<file path="src/hw/rtl/stg_pkg.sv">
// Package for the stepper tone generator core.
// Holds field widths, request codes and parameter defaults.
// No dependencies.
package stg_pkg;

    localparam int TIME_WIDTH_DEF        = 20;
    localparam int STEP_COUNT_WIDTH_DEF  = 16;

    localparam int REQ_W    = 2;
    localparam int ELAPSED_W = 16;
    localparam int PITCH_W  = 7;
    localparam int VEL_W    = 7;
    localparam int PERIOD_W = 20;
    localparam int HALF_W   = PERIOD_W - 1;
    localparam int POS_W    = 8;

    localparam logic [POS_W-1:0] TRACK_POSITIONS_RESET = 8'd80;

    localparam logic [REQ_W-1:0] REQ_TICK     = 2'd0;
    localparam logic [REQ_W-1:0] REQ_NOTE_ON  = 2'd1;
    localparam logic [REQ_W-1:0] REQ_NOTE_OFF = 2'd2;

endpackage

</file>
<file path="src/hw/rtl/stepper_tone_generator_with_bounce_core.sv">
// Stepper tone generator core: tick / note-on / note-off items in, head state out.
// Depends on stg_pkg.
//
// An item is taken when s_ready is high, and one result item follows per input item.
// A tick that toggles the step level under a nonzero half period passes through the
// remainder state, which works out the remainder of the time sum by the half period on
// one shared subtract-compare unit, one dividend bit per cycle; every other item goes
// from execute to done. The result register lets the next item in while the previous
// result waits on m_ready. The user must write the track count through cfg_we/cfg_wdata
// only while the core is idle; the core itself does not enforce this.
module stepper_tone_generator_with_bounce_core #(
    parameter int TIME_WIDTH       = stg_pkg::TIME_WIDTH_DEF,
    parameter int STEP_COUNT_WIDTH = stg_pkg::STEP_COUNT_WIDTH_DEF
) (
    input  logic                         aclk,
    input  logic                         aresetn,

    input  logic                         cfg_we,
    input  logic [stg_pkg::POS_W-1:0]    cfg_wdata,

    input  logic                         s_valid,
    output logic                         s_ready,
    input  logic [stg_pkg::REQ_W-1:0]    s_req_type,
    input  logic [stg_pkg::ELAPSED_W-1:0] s_elapsed_time,
    input  logic [stg_pkg::PITCH_W-1:0]  s_note_pitch,
    input  logic [stg_pkg::VEL_W-1:0]    s_velocity,
    input  logic [stg_pkg::PERIOD_W-1:0] s_note_period,

    output logic                         m_valid,
    input  logic                         m_ready,
    output logic                         m_step_level,
    output logic                         m_direction_level,
    output logic [stg_pkg::POS_W-1:0]    m_head_position,
    output logic                         m_sounding,
    output logic [stg_pkg::PITCH_W-1:0]  m_playing_pitch
);

    localparam int HW    = stg_pkg::HALF_W;
    localparam int PW    = stg_pkg::POS_W;
    localparam int CMP_W = (TIME_WIDTH > HW) ? TIME_WIDTH : HW;
    localparam int CNT_W = $clog2(TIME_WIDTH);
    localparam int RW    = STEP_COUNT_WIDTH + 2;

    localparam logic [1:0] ST_IDLE = 2'd0;
    localparam logic [1:0] ST_EXEC = 2'd1;
    localparam logic [1:0] ST_DIV  = 2'd2;
    localparam logic [1:0] ST_DONE = 2'd3;

    logic [1:0] state_reg, state_next;

    // latched item
    logic [stg_pkg::REQ_W-1:0]     req_reg;
    logic [stg_pkg::ELAPSED_W-1:0] elapsed_reg;
    logic [stg_pkg::PITCH_W-1:0]   pitch_in_reg;
    logic [stg_pkg::VEL_W-1:0]     vel_reg;
    logic [HW-1:0]                 half_in_reg;

    // tone state
    logic [PW-1:0]               tp_reg;
    logic                        phase_reg, phase_next;
    logic                        dir_reg, dir_next;
    logic [PW-1:0]               pos_reg, pos_next;
    logic                        active_reg, active_next;
    logic [stg_pkg::PITCH_W-1:0] pitch_reg, pitch_next;
    logic [HW-1:0]               half_reg, half_next;
    logic [TIME_WIDTH-1:0]       accum_reg, accum_next;
    logic [STEP_COUNT_WIDTH-1:0] count_reg, count_next;

    // remainder sequencer
    logic [CMP_W-1:0] rem_reg, rem_next;
    logic [CNT_W-1:0] bit_reg, bit_next;

    // result register
    logic                        m_valid_reg;
    logic                        m_step_reg;
    logic                        m_dir_reg;
    logic [PW-1:0]               m_pos_reg;
    logic                        m_sounding_reg;
    logic [stg_pkg::PITCH_W-1:0] m_pitch_reg;
    logic                        out_load;

    // saturating time sum
    logic [TIME_WIDTH:0]   sum_wide;
    logic [TIME_WIDTH-1:0] sum_sat;

    // shared subtract-compare unit
    logic [CMP_W:0] unit_a;
    logic [CMP_W:0] unit_b;
    logic [CMP_W:0] unit_diff;
    logic           unit_ge;
    logic [CMP_W:0] trial;

    // step toggle
    logic       at_end;
    logic       tog_dir;
    logic       tog_phase;
    logic [PW-1:0] tog_pos;
    logic [STEP_COUNT_WIDTH-1:0] tog_count;

    // note-off bounce decision
    logic signed [RW-1:0] tp_s;
    logic signed [RW-1:0] pos_s;
    logic signed [RW-1:0] room_s;
    logic signed [RW-1:0] saved_s;
    logic                 flip_off;
    logic                 is_off;
    logic                 off_match;

    assign s_ready = (state_reg == ST_IDLE);

    assign sum_wide = {1'b0, accum_reg} + (TIME_WIDTH + 1)'(elapsed_reg);
    assign sum_sat  = sum_wide[TIME_WIDTH] ? {TIME_WIDTH{1'b1}} : sum_wide[TIME_WIDTH-1:0];

    assign trial     = {rem_reg, accum_reg[TIME_WIDTH-1]};
    assign unit_a    = (state_reg == ST_DIV) ? trial : (CMP_W + 1)'(sum_sat);
    assign unit_b    = (CMP_W + 1)'(half_reg);
    assign unit_ge   = (unit_a >= unit_b);
    assign unit_diff = unit_a - unit_b;

    // direction reverses when the head already sits at the end it moves toward
    assign at_end    = dir_reg ? (({1'b0, pos_reg} + 9'd1) >= {1'b0, tp_reg})
                               : (pos_reg == '0);
    assign tog_dir   = dir_reg ^ at_end;
    assign tog_phase = ~phase_reg;

    always_comb begin
        tog_pos   = pos_reg;
        tog_count = count_reg;
        if (tog_phase) begin
            if (count_reg != {STEP_COUNT_WIDTH{1'b1}}) begin
                tog_count = count_reg + 1'b1;
            end
            if (tog_dir) begin
                if (pos_reg != {PW{1'b1}}) begin
                    tog_pos = pos_reg + 1'b1;
                end
            end else begin
                if (pos_reg != '0) begin
                    tog_pos = pos_reg - 1'b1;
                end
            end
        end
    end

    assign tp_s    = $signed(RW'(tp_reg));
    assign pos_s   = $signed(RW'(pos_reg));
    assign room_s  = dir_reg ? (tp_s - pos_s - RW'(1)) : pos_s;
    assign saved_s = $signed(RW'(count_reg));
    assign flip_off = (room_s < saved_s) && ((tp_s - room_s) > saved_s);

    assign is_off    = (req_reg == stg_pkg::REQ_NOTE_OFF) ||
                       ((req_reg == stg_pkg::REQ_NOTE_ON) && (vel_reg == '0));
    assign off_match = active_reg && (pitch_in_reg == pitch_reg);

    assign out_load = (state_reg == ST_DONE) && (!m_valid_reg || m_ready);

    always_comb begin
        state_next  = state_reg;
        phase_next  = phase_reg;
        dir_next    = dir_reg;
        pos_next    = pos_reg;
        active_next = active_reg;
        pitch_next  = pitch_reg;
        half_next   = half_reg;
        accum_next  = accum_reg;
        count_next  = count_reg;
        rem_next    = rem_reg;
        bit_next    = bit_reg;
        unique case (state_reg)
            ST_IDLE: begin
                if (s_valid) begin
                    state_next = ST_EXEC;
                end
            end
            ST_EXEC: begin
                state_next = ST_DONE;
                if (req_reg == stg_pkg::REQ_TICK) begin
                    if (active_reg) begin
                        accum_next = sum_sat;
                        if (unit_ge) begin
                            dir_next   = tog_dir;
                            phase_next = tog_phase;
                            pos_next   = tog_pos;
                            count_next = tog_count;
                            if (half_reg == '0) begin
                                accum_next = '0;
                            end else begin
                                rem_next   = '0;
                                bit_next   = '0;
                                state_next = ST_DIV;
                            end
                        end
                    end
                end else if (is_off) begin
                    if (off_match) begin
                        phase_next  = 1'b0;
                        active_next = 1'b0;
                        pitch_next  = '0;
                        half_next   = '0;
                        accum_next  = '0;
                        count_next  = '0;
                        dir_next    = dir_reg ^ flip_off;
                    end
                end else if (req_reg == stg_pkg::REQ_NOTE_ON) begin
                    active_next = 1'b1;
                    pitch_next  = pitch_in_reg;
                    half_next   = half_in_reg;
                end
            end
            ST_DIV: begin
                // one restoring remainder step per cycle, dividend shifts out of accum
                rem_next   = unit_ge ? unit_diff[CMP_W-1:0] : trial[CMP_W-1:0];
                accum_next = {accum_reg[TIME_WIDTH-2:0], 1'b0};
                bit_next   = bit_reg + 1'b1;
                if (bit_reg == CNT_W'(TIME_WIDTH - 1)) begin
                    accum_next = rem_next[TIME_WIDTH-1:0];
                    state_next = ST_DONE;
                end
            end
            ST_DONE: begin
                if (!m_valid_reg || m_ready) begin
                    state_next = ST_IDLE;
                end
            end
            default: begin
                state_next = ST_IDLE;
            end
        endcase
    end

    always_ff @(posedge aclk) begin
        if (!aresetn) begin
            state_reg   <= ST_IDLE;
            tp_reg      <= stg_pkg::TRACK_POSITIONS_RESET;
            phase_reg   <= 1'b0;
            dir_reg     <= 1'b1;
            pos_reg     <= '0;
            active_reg  <= 1'b0;
            pitch_reg   <= '0;
            half_reg    <= '0;
            accum_reg   <= '0;
            count_reg   <= '0;
            m_valid_reg <= 1'b0;
        end else begin
            state_reg  <= state_next;
            phase_reg  <= phase_next;
            dir_reg    <= dir_next;
            pos_reg    <= pos_next;
            active_reg <= active_next;
            pitch_reg  <= pitch_next;
            half_reg   <= half_next;
            accum_reg  <= accum_next;
            count_reg  <= count_next;
            if (cfg_we) begin
                tp_reg <= cfg_wdata;
            end
            if (out_load) begin
                m_valid_reg <= 1'b1;
            end else if (m_ready) begin
                m_valid_reg <= 1'b0;
            end
        end
    end

    always_ff @(posedge aclk) begin
        rem_reg <= rem_next;
        bit_reg <= bit_next;
        if (s_valid && s_ready) begin
            req_reg      <= s_req_type;
            elapsed_reg  <= s_elapsed_time;
            pitch_in_reg <= s_note_pitch;
            vel_reg      <= s_velocity;
            half_in_reg  <= s_note_period[stg_pkg::PERIOD_W-1:1];
        end
        if (out_load) begin
            m_step_reg     <= phase_reg;
            m_dir_reg      <= dir_reg;
            m_pos_reg      <= pos_reg;
            m_sounding_reg <= active_reg;
            m_pitch_reg    <= pitch_reg;
        end
    end

    assign m_valid           = m_valid_reg;
    assign m_step_level      = m_step_reg;
    assign m_direction_level = m_dir_reg;
    assign m_head_position   = m_pos_reg;
    assign m_sounding        = m_sounding_reg;
    assign m_playing_pitch   = m_pitch_reg;

endmodule

</file>
<file path="config.mk">
export PLATFORM = sky130hd
export DESIGN_NAME = stepper_tone_generator_with_bounce_core
export DESIGN_NICKNAME = d
export VERILOG_FILES = /design/src/hw/rtl/stg_pkg.sv /design/src/hw/rtl/stepper_tone_generator_with_bounce_core.sv
export SDC_FILE = /design/constraint.sdc
export NUM_CORES = 1
export LEC_CHECK = 0
export BUFFER_PORTS_ARGS = -buffer_cell sky130_fd_sc_hd__buf_2
export CAP_MARGIN = 0
export CORE_ASPECT_RATIO = 0.5
export CORE_UTILIZATION = 62
export CTS_CLUSTER_SIZE = 40
export DETAILED_ROUTE_END_ITERATION = 10
export PLACE_DENSITY = 0.93
export SYNTH_ARGS = -nofsm -noshare
export SYNTH_HDL_FRONTEND = slang
export SYNTH_SLANG_ARGS = --single-unit
</file>
<file path="constraint.sdc">
create_clock -name aclk -period 14.8 [get_ports aclk]
set_input_delay 1.48 -clock aclk [delete_from_list [all_inputs] [get_ports aclk]]
set_output_delay 1.48 -clock aclk [all_outputs]
set_load 0.05 [all_outputs]
</file>
# Word level (Yosys, flattened, before mapping)
# Cells that the tools add are included.
[classes]
addsub = 10
order_cmp = 4
n_eq_ne = 25
muxes = 61
bitwise = 4
reduce_logical = 27
[ops]
columns = ["operator", "n"]
rows = [
  ["two-way mux 20 bit", 13],
  ["two-way mux 16 bit", 7],
  ["one-hot mux 20 bit (2 select lines)", 2],
  ["two-way mux 19 bit", 3],
  ["two-way mux 8 bit", 3],
  ["adder 20 x 16 -> 21 bit", 1],
  ["greater-or-equal comparator 21 x 19 -> 1 bit", 1],
  ["two-way mux 21 bit", 1],
  ["two-way mux 7 bit", 3],
  ["two-way mux 5 bit", 4],
  ["subtractor 20 x 19 -> 20 bit", 1],
  ["logical NOT 19 bit", 1],
  ["two-way mux 1 bit", 19],
  ["greater-than comparator 18 x 17 -> 1 bit", 1],
  ["< comparator 18 x 17 -> 1 bit", 1],
  ["two-way mux 18 bit", 1],
  ["inequality test 2 bit (second input constant)", 9],
  ["subtractor 9 x 18 -> 18 bit", 1],
  ["adder 16 x 1 -> 16 bit (second input constant)", 1],
  ["inequality test 16 bit (second input constant)", 1],
  ["AND reduction 7 bit", 2],
  ["nonzero test 2 bit", 6],
  ["one-hot mux 5 bit (2 select lines)", 1],
  ["AND reduction 5 bit", 2],
  ["27 further kinds", 46],
]
[word_totals]
register_bits = 178
input_bits = 65
out_inout_bits = 20

# Depth between registers and ports, before layout
# Gate-level depths: netlist (run 1).
[depth]
ltp_word = 10
ltp_mapped = 30

# Worst setup path before layout (run 1)
# Ideal clock, no wire load.
[synth_path]
kind = "reg-to-reg"
startpoint = "register pos_reg[0]"
endpoint = "register dir_reg"
setup_time_ps = 127
t_arrival_ps = 5564
required_ps = 14673
path_slack_ps = 9109
path_stages_with_launch = 29
n_path_buf = 1
synth_period_minus_slack_ps = 5691
cell_sequence = "dfxtp_1 ha_1 inv_1 fa_1 inv_1 ha_1 and4_1 o31a_1 a311oi_1 a211oi_1 xnor2_1 a21oi_1 inv_1 ha_1 or2_2 a31o_2 and2_1 buf_2 nor2_1 ha_1 a21oi_1 nor2_1 a2111oi_0 nor2_1 a211o_1 o21ai_0 a211oi_1 and3_1 or3_1"
[synth_between]
elab_chain_len = 10
elab_cells_between_ends = 18
cone_classes = "add/sub: 4; order compare: 3; mux: 7; bitwise: 2; reduce/logical: 2"
[synth_lines]
columns = ["item", "line_no", "source"]
rows = [
  ["start, declared", "stepper_tone_generator_with_bounce_core.sv:62", "logic [PW-1:0] pos_reg, pos_next;"],
  ["start signal, assigned", "stepper_tone_generator_with_bounce_core.sv:248", "pos_reg <= pos_next;"],
  ["subtractor 8 x 8 -> 9 bit", "stepper_tone_generator_with_bounce_core.sv:147", "assign room_s = dir_reg ? (tp_s - pos_s - RW'(1)) : pos_s;"],
  ["subtractor 9 x 2 -> 10 bit", "stepper_tone_generator_with_bounce_core.sv:147", ""],
  ["two-way mux 18 bit", "stepper_tone_generator_with_bounce_core.sv:147", ""],
  ["subtractor 9 x 18 -> 18 bit", "stepper_tone_generator_with_bounce_core.sv:149", "assign flip_off = (room_s < saved_s) && ((tp_s - room_s) > saved_s);"],
  ["greater-than comparator 18 x 17 -> 1 bit", "stepper_tone_generator_with_bounce_core.sv:149", ""],
  ["logical AND 1 bit", "stepper_tone_generator_with_bounce_core.sv:149", ""],
  ["XOR 1 bit", "stepper_tone_generator_with_bounce_core.sv:202", "dir_next = dir_reg ^ flip_off;"],
  ["two-way mux 1 bit", "stepper_tone_generator_with_bounce_core.sv:195", "if (off_match) begin"],
  ["two-way mux 1 bit", "stepper_tone_generator_with_bounce_core.sv:194", "end else if (is_off) begin"],
  ["two-way mux 1 bit *", "stepper_tone_generator_with_bounce_core.sv:177", "if (req_reg == stg_pkg::REQ_TICK) begin"],
  ["end signal, assigned", "stepper_tone_generator_with_bounce_core.sv:247", "dir_reg <= dir_next;"],
  ["end, declared", "stepper_tone_generator_with_bounce_core.sv:61", "logic dir_reg, dir_next;"],
]
# Mark *: on every way between the ends. The rest lies on a longest branch, timed or not. The select of a mux whose other input is x is not followed.
# A chain may end at the register's enable or synchronous reset.

# Final worst setup path (run 1)
# Ends and elaborated chain as after synthesis.

==> results of run 1 <==
==> routing by layer <==
metal  up-vias  track usage  wire, µm
li1       4767            -         -
met1      4909        0.391     12200
met2       542        0.553     14800
met3       121       0.0495      2320
met4         0        0.127       976
met5         -            0         0
==> logic make-up (layout without fill, tap and decap cells) <==
kind of cell,count (synthesis),count (layout)
DFF,178,178
muxes,37,37
buffers and inverters,139,215
adders and majority gates,110,110
xor gates and xnor gates,64,64
and+or+nand+nor,372,372
AOI/OAI and AO/OA,369,369
==> area by class of cell <==
cell class              instances  area share
clock buffers                  18      0.0333
clock inverters                14      0.0120
inverters                      92      0.0268
multi-input cells             952       0.517
flip-flops and latches        178       0.349
well taps                     259      0.0251
repair buffers                 91      0.0368
==> stage by stage <==
step | hold slack (ns) | setup slack [ns] | cells | util
floorplan | 0.435 | 9.11 | 1269 | -
global placement | 0.461 | 8.68 | 1572 | 0.668
detailed placement | 0.466 | 8.38 | 1572 | 0.668
CTS | 0.490 | 8.30 | 1604 | 0.700
global route | 0.508 | 7.85 | 1604 | 0.700
finish | 0.494 | 8.10 | 1604 | 0.700
==> final timing paths <==
path	to	slack [ns]
worst max-delay path	dir_reg	8.10
worst min-delay path	m_playing_pitch[6]	0.49
worst max register to register	dir_reg	8.10
worst min register to register	m_playing_pitch[6]	0.49
==> worst max-delay path, stage by stage (launching register included) <==
cell                        delay, ns
sky130_fd_sc_hd__dfxtp_1         0.51
sky130_fd_sc_hd__ha_1            0.25
sky130_fd_sc_hd__inv_1           0.07
sky130_fd_sc_hd__fa_1            0.49
sky130_fd_sc_hd__inv_1           0.06
sky130_fd_sc_hd__ha_1            0.25
sky130_fd_sc_hd__and4_1          0.22
sky130_fd_sc_hd__o31a_1          0.10
sky130_fd_sc_hd__a311oi_1        0.49
sky130_fd_sc_hd__xor2_1          0.14
sky130_fd_sc_hd__a21oi_1         0.31
sky130_fd_sc_hd__inv_1           0.09
sky130_fd_sc_hd__ha_1            0.36
sky130_fd_sc_hd__o21ai_0         0.14
sky130_fd_sc_hd__o21ai_0         0.31
sky130_fd_sc_hd__a31o_2          0.21
sky130_fd_sc_hd__and2_1          0.27
sky130_fd_sc_hd__nor2_1          0.07
sky130_fd_sc_hd__ha_1            0.32
sky130_fd_sc_hd__a21oi_1         0.15
sky130_fd_sc_hd__nor2_1          0.06
sky130_fd_sc_hd__a2111oi_0       0.46
sky130_fd_sc_hd__nor2_1          0.10
sky130_fd_sc_hd__a211o_1         0.28
sky130_fd_sc_hd__o21ai_0         0.14
sky130_fd_sc_hd__a211oi_1        0.16
sky130_fd_sc_hd__and3_1          0.20
sky130_fd_sc_hd__or3_1           0.35
==> power groups by stage <==
stage | registers [W] | clock network [W] | logic (W)
after CTS | 0.000717 | 0.000464 | 0.00138
final | 0.000720 | 0.000464 | 0.00142
after detailed placement | 0.000726 | 0 | 0.00136
after global routing | 0.000728 | 0.000483 | 0.00153
after floorplan | 0.000725 | 0 | 0.00105
after global placement | 0.000719 | 0 | 0.00129
==> cell usage in the layout, fill, tap and decap left out, types with 6 or more instances in the layout <==
cell type / instances
sky130_fd_sc_hd__o21bai_1: 6
sky130_fd_sc_hd__nand3_1: 27
sky130_fd_sc_hd__nor3_1: 24
sky130_fd_sc_hd__a211oi_1: 13
sky130_fd_sc_hd__xnor2_1: 41
sky130_fd_sc_hd__a31oi_1: 15
sky130_fd_sc_hd__o221a_2: 7
sky130_fd_sc_hd__mux2_2: 10
sky130_fd_sc_hd__inv_1: 91
sky130_fd_sc_hd__a21o_1: 29
sky130_fd_sc_hd__and3_1: 9
sky130_fd_sc_hd__and2_1: 21
sky130_fd_sc_hd__a21oi_1: 90
sky130_fd_sc_hd__o31ai_1: 11
sky130_fd_sc_hd__buf_4: 8
sky130_fd_sc_hd__or3_1: 15
sky130_fd_sc_hd__ha_1: 105
sky130_fd_sc_hd__dfxtp_1: 84
sky130_fd_sc_hd__o21a_1: 14
sky130_fd_sc_hd__o21ai_0: 83
sky130_fd_sc_hd__mux2i_1: 27
sky130_fd_sc_hd__xor2_1: 23
sky130_fd_sc_hd__edfxtp_1: 94
sky130_fd_sc_hd__nor4_1: 7
sky130_fd_sc_hd__nor2b_1: 49
sky130_fd_sc_hd__nand2b_1: 12
sky130_fd_sc_hd__buf_2: 83
sky130_fd_sc_hd__nor2_1: 109
sky130_fd_sc_hd__clkbuf_16: 17
sky130_fd_sc_hd__a22oi_1: 26
sky130_fd_sc_hd__nand4_1: 12
sky130_fd_sc_hd__nand2_1: 64
sky130_fd_sc_hd__o211ai_1: 11
sky130_fd_sc_hd__a22o_1: 6
==> results.json, run 1 <==
{
  "postSynthAreaPerCell_um2": 9.22,
  "switching_share": 0.447,
  "initial_utilization": 0.635,
  "timing_worst_slew_pin_value_ns": 1.38,
  "worst_setup_path_start_kind": "register",
  "postLayoutCellArea_um2": 12900,
  "result_of_the_run": "completed",
  "fp-row-count": 35,
  "first_global_vias": 10120,
  "post_synth_mux_area_share": 0.0327,
  "crit_type": "reg2reg",
  "synth-edff-count": 94,
  "power_frac_clock": 0.178,
  "antenna_cells": 0,
  "hold_path_startpoint": "pitch_reg[6]",
  "count_of_distinct_cell_types_in_the_synthesized_netlist": 76,
  "gp_congestion": 0.970,
  "tritoncts": "built",
  "max_freq_mhz": 149,
  "via_count": 10339,
  "detail_route.iter0.violations": 1087,
  "detail_route.wl_per_cell_um": 18.9,
  "ys_ff_latch": 178,
  "die_area_um2": 19500,
  "fin_worst_skew_ns": 0.0101,
  "worst-path-max-fanout": 8,
  "finalMaxSlewViolations": 0,
  "timing.reg2reg.worst_path_depth": 27,
  "power_per_cell_area_nw_per_um2": 202,
  "synth_largest_area_cell": "sky130_fd_sc_hd__edfxtp_1",
  "count_of_filler_cells_inserted_in_the_layout": 1256,
  "io_pins": 85,
  "worst_ep_arrival_time_ns": 7.02,
  "synth-xor-area-share": 0.0479,
  "totalWireLength_um": 30300,
  "crit_required_ns": 15.13,
  "min_path_type": "reg2reg",
  "netlist_top_cells_area": "sky130_fd_sc_hd__edfxtp_1 (24%), sky130_fd_sc_hd__dfxtp_1 (14%), sky130_fd_sc_hd__ha_1 (11%), sky130_fd_sc_hd__a21oi_1 (3.8%), sky130_fd_sc_hd__o21ai_0 (3.6%)",
  "synthesis.instances": 1269,
  "post_drt_via_cell_ratio": 6.45,
  "p_leak_nw": 5.06,
  "power_switching_w": 0.00116,
  "timing.final.crit_period_ns": 6.70,
  "die_w_um": 196,
  "grt_max_degree": 76,
  "finalPower_w": 0.00260,
  "post_cts_resize_count": 0,
  "htreeDepth": 4,
  "post_route_cells_drive_above_1_share": 0.115,
  "ant_nets": 0,
  "yosys_warnings": 0,
  "syn-cell-area_um2": 11700,
  "area.growth.synth_to_final_pct": 10.3,
  "yosysSeqAreaShare": 0.385,
  "ctsHoldBuffers": 0,
  "simple_logic_cell_fraction_of_the_synthesized_area": 0.159,
  "final_hpwl_from_detailed_placement_um": 21000,
  "synthArstFlopShare": 0,
  "setup_viol_count_final": 0,
  "setup_fix_buffers_added_after_clock_tree_synthesis": 0,
  "ys_top_cells_by_count": "sky130_fd_sc_hd__nor2_1 (110), sky130_fd_sc_hd__ha_1 (105), sky130_fd_sc_hd__edfxtp_1 (94)",
  "clock_path_buffers": 2,
  "grt_setup_unrepaired": "false",
  "die_y_um": 99.1,
  "portBuffers": 83,
  "sequentialPowerShare": 0.277,
  "placedInstanceArea_um2": 12300,
  "yosys_most_used_dff": "sky130_fd_sc_hd__edfxtp_1",
  "fin_tns_setup_ns": 0,
  "total_nets_after_synthesis": 1444,
  "synth_largest_type_area_fraction": 0.241,
  "worst_ir_drop_vdd_uv": 141,
  "grt_antenna_before_repair": 0,
  "root_buffer": "sky130_fd_sc_hd__clkbuf_16",
  "finalNetCount": 1507,
  "yosys.cell_count.top_type": "sky130_fd_sc_hd__nor2_1",
  "period_share": 0.452,
  "synth_top_family_by_area": "compound AO/OA/AOI/OAI gates",
  "cts_buffers": 17,
  "worst_hold_path.num_cells": 0,
  "timing.final.hold_violations": 0,
  "clock_pin_slew_of_the_registers_on_the_worst_case_setup_and_hold_paths_ns": 0.07,
  "drt-pass1-iter-count": 7,
  "max_cap_violations": 0,
  "clk-insertion-delay-late_ns": 0.44,
  "drc_errors": 0,
  "setup.worst_path.start": "pos_reg[0]",
  "synth-compound-area-share": 0.208,
  "worstReg2RegStart": "pos_reg[0]",
  "core-area_um2": 18400,
  "multi_input_area_um2": 6670,
  "area.sequential_um2": 4500,
  "p_comb_frac": 0.545,
  "worstSetupEndpointType": "register",
  "overflow": 0,
  "synth_fa_ha_area_frac": 0.121,
  "wire_length_of_the_first_global_routing_pass_um": 49200,
  "slew-limit-headroom": 0.0792,
  "cellInternalPower_w": 0.00144,
  "globalRouteTotalUtil": 0.315,
  "cts_sinks": 178
}
Power figures use the tool's default switching activity.
==> inputs of run 2 (changes only) <==
Settings changed: CORE_UTILIZATION 62 to 56, PLACE_DENSITY 0.93 to 0.89.
Clock period 14.8 ns to 6.1 ns, I/O delays scaled along.
==> results.json, run 2 (same netlist as run 1, synthesis figures left out) <==
{
  "totalWireLength_um": 29900,
  "via_count": 10265,
  "timing_worst_slew_pin_value_ns": 1.21,
  "overflow": 0,
  "die_area_um2": 21500,
  "sequentialPowerShare": 0.272,
  "core-area_um2": 20000,
  "postLayoutCoreUtil": 0.656,
  "ant_nets": 0,
  "portBuffers": 83,
  "first_global_vias": 10239,
  "worst-path-max-fanout": 6,
  "p_leak_nw": 5.16,
  "area.sequential_um2": 4500,
  "count_of_filler_cells_inserted_in_the_layout": 1496,
  "area.growth.synth_to_final_pct": 11.9,
  "gp_congestion": 0.977,
  "grt_antenna_before_repair": 0,
  "antenna_cells": 0,
  "post_drt_via_cell_ratio": 6.32,
  "dp_worst_setup_slack_ns": 0.0287,
  "finalNetCount": 1519,
  "power_switching_w": 0.00280,
  "max_freq_mhz": 163,
  "finalMaxSlewViolations": 0,
  "final_hpwl_from_detailed_placement_um": 21100,
  "fp-row-count": 36,
  "timing.critical_path.slowest_stage_cell": "sky130_fd_sc_hd__fa_1",
  "max_cap_violations": 0,
  "globalRouteTotalUtil": 0.283,
  "clk-insertion-delay-late_ns": 0.45,
  "setup.reg_to_reg.worst_slack_ns": -0.03,
  "finalPower_w": 0.00642,
  "cts_buffers": 17,
  "ctsHoldBuffers": 0,
  "slew-limit-headroom": 0.195,
  "setup_viol_count_final": 1,
  "worst_setup_path_start_kind": "register",
  "grt_setup_unrepaired": "true",
  "timing.final.hold_violations": 0,
  "period_share": 1.00,
  "min_path_type": "in2reg",
  "die_y_um": 104,
  "post_route_cells_drive_above_1_share": 0.130,
  "clock_path_buffers": 2,
  "failed_checks": "design-rule violations, negative setup slack",
  "fin_worst_skew_ns": 0.00951,
  "timing.final.crit_period_ns": 6.13,
  "detail_route.wl_per_cell_um": 18.4,
  "layout.cells.most_common_list": "sky130_fd_sc_hd__nor2_1 (109), sky130_fd_sc_hd__ha_1 (105), sky130_fd_sc_hd__edfxtp_1 (94)",
  "fin_ws_ns": -0.0251,
  "worstSetupEndpointType": "register",
  "power_per_cell_area_nw_per_um2": 490,
  "detail_route.iter0.violations": 956,
  "leading_cell_type_in_the_layout_fill_and_taps_excluded": "sky130_fd_sc_hd__nor2_1",
  "crit_type": "reg2reg",
  "worst_ir_drop_vdd_uv": 311,
  "io_pins": 85,
  "drc_errors": 4,
  "htreeDepth": 4,
  "crit_path_max_incr_delay_ns": 0.48,
  "postLayoutCellArea_um2": 13100,
  "multi_input_area_um2": 6710,
  "worst_hold_slack_ns": 0.328,
  "p_comb_frac": 0.542,
  "worst_ep_arrival_time_ns": 6.47,
  "die_w_um": 206,
  "crit_required_ns": 6.44,
  "power_frac_clock": 0.186,
  "result_of_the_run": "finished with violations",
  "cellInternalPower_w": 0.00362,
  "cts_sinks": 178,
  "tritoncts": "built",
  "placedInstanceArea_um2": 12400,
  "clock_pin_slew_of_the_registers_on_the_worst_case_setup_and_hold_paths_ns": 0.07,
  "wire_length_of_the_first_global_routing_pass_um": 48400,
  "switching_share": 0.436,
  "drt-pass1-iter-count": 9,
  "initial_utilization": 0.586,
  "root_buffer": "sky130_fd_sc_hd__clkbuf_16",
  "grt_max_degree": 75
}
==> run 2: area by class of cell <==
cell class | instances | area share
clock inverter | 13 | 0.0129
inverter | 92 | 0.0264
timing repair buffer | 103 | 0.0432
multi-input combinational | 952 | 0.513
tap | 266 | 0.0254
clock buffer | 19 | 0.0355
sequential | 178 | 0.344
==> run 2: worst max-delay path, delay by kind of cell (launching register included) <==
| family | cells | cell delay, ns |
|---|---|---|
| buffers and inverters | 4 | 0.26 |
| flip-flops | 1 | 0.34 |
| adder cells (fa/ha/maj) | 5 | 1.47 |
| XOR/XNOR | 1 | 0.16 |
| AND/OR/NAND/NOR | 8 | 1.58 |
| AO/OA/AOI/OAI | 10 | 2.19 |
==> run 2: stage by stage <==
| step | setup TNS, ns | cells |
|---|---|---|
| after global routing | -0.379 | 1623 |
| after global placement | 0 | 1591 |
| final | -0.0251 | 1623 |
| after CTS | 0 | 1623 |
| after detailed placement | 0 | 1591 |
| after floorplan | 0 | 1269 |
==> run 2: timing repair <==
action,CTS,global route
cloned,0,0
buffers inserted,0,0
resized for setup,1,8
endpoints found under the setup margin,1,41
==> run 2: layer usage <==
metal / wire, µm / GRT usage
met1: 11900 / 0.333
met2: 14900 / 0.489
met3: 2240 / 0.0705
met4: 989 / 0.117
met5: 0 / 0
==> run 2: worst paths after layout <==
check	from	to	depth (start not counted)
max	tp_reg[0]	dir_reg	28
min	s_elapsed_time[1]	elapsed_reg[1]	1
max reg2reg	tp_reg[0]	dir_reg	28
min reg2reg	count_reg[11]	count_reg[11]	2
==> run 2: power groups by stage <==
stage / logic, W / registers (W) / clock network [W]
after floorplan: 0.00255 / 0.00176 / 0
after global placement: 0.00319 / 0.00175 / 0
after CTS: 0.00337 / 0.00174 / 0.00119
after global routing: 0.00379 / 0.00176 / 0.00124
final: 0.00348 / 0.00175 / 0.00119
after detailed placement: 0.00333 / 0.00176 / 0
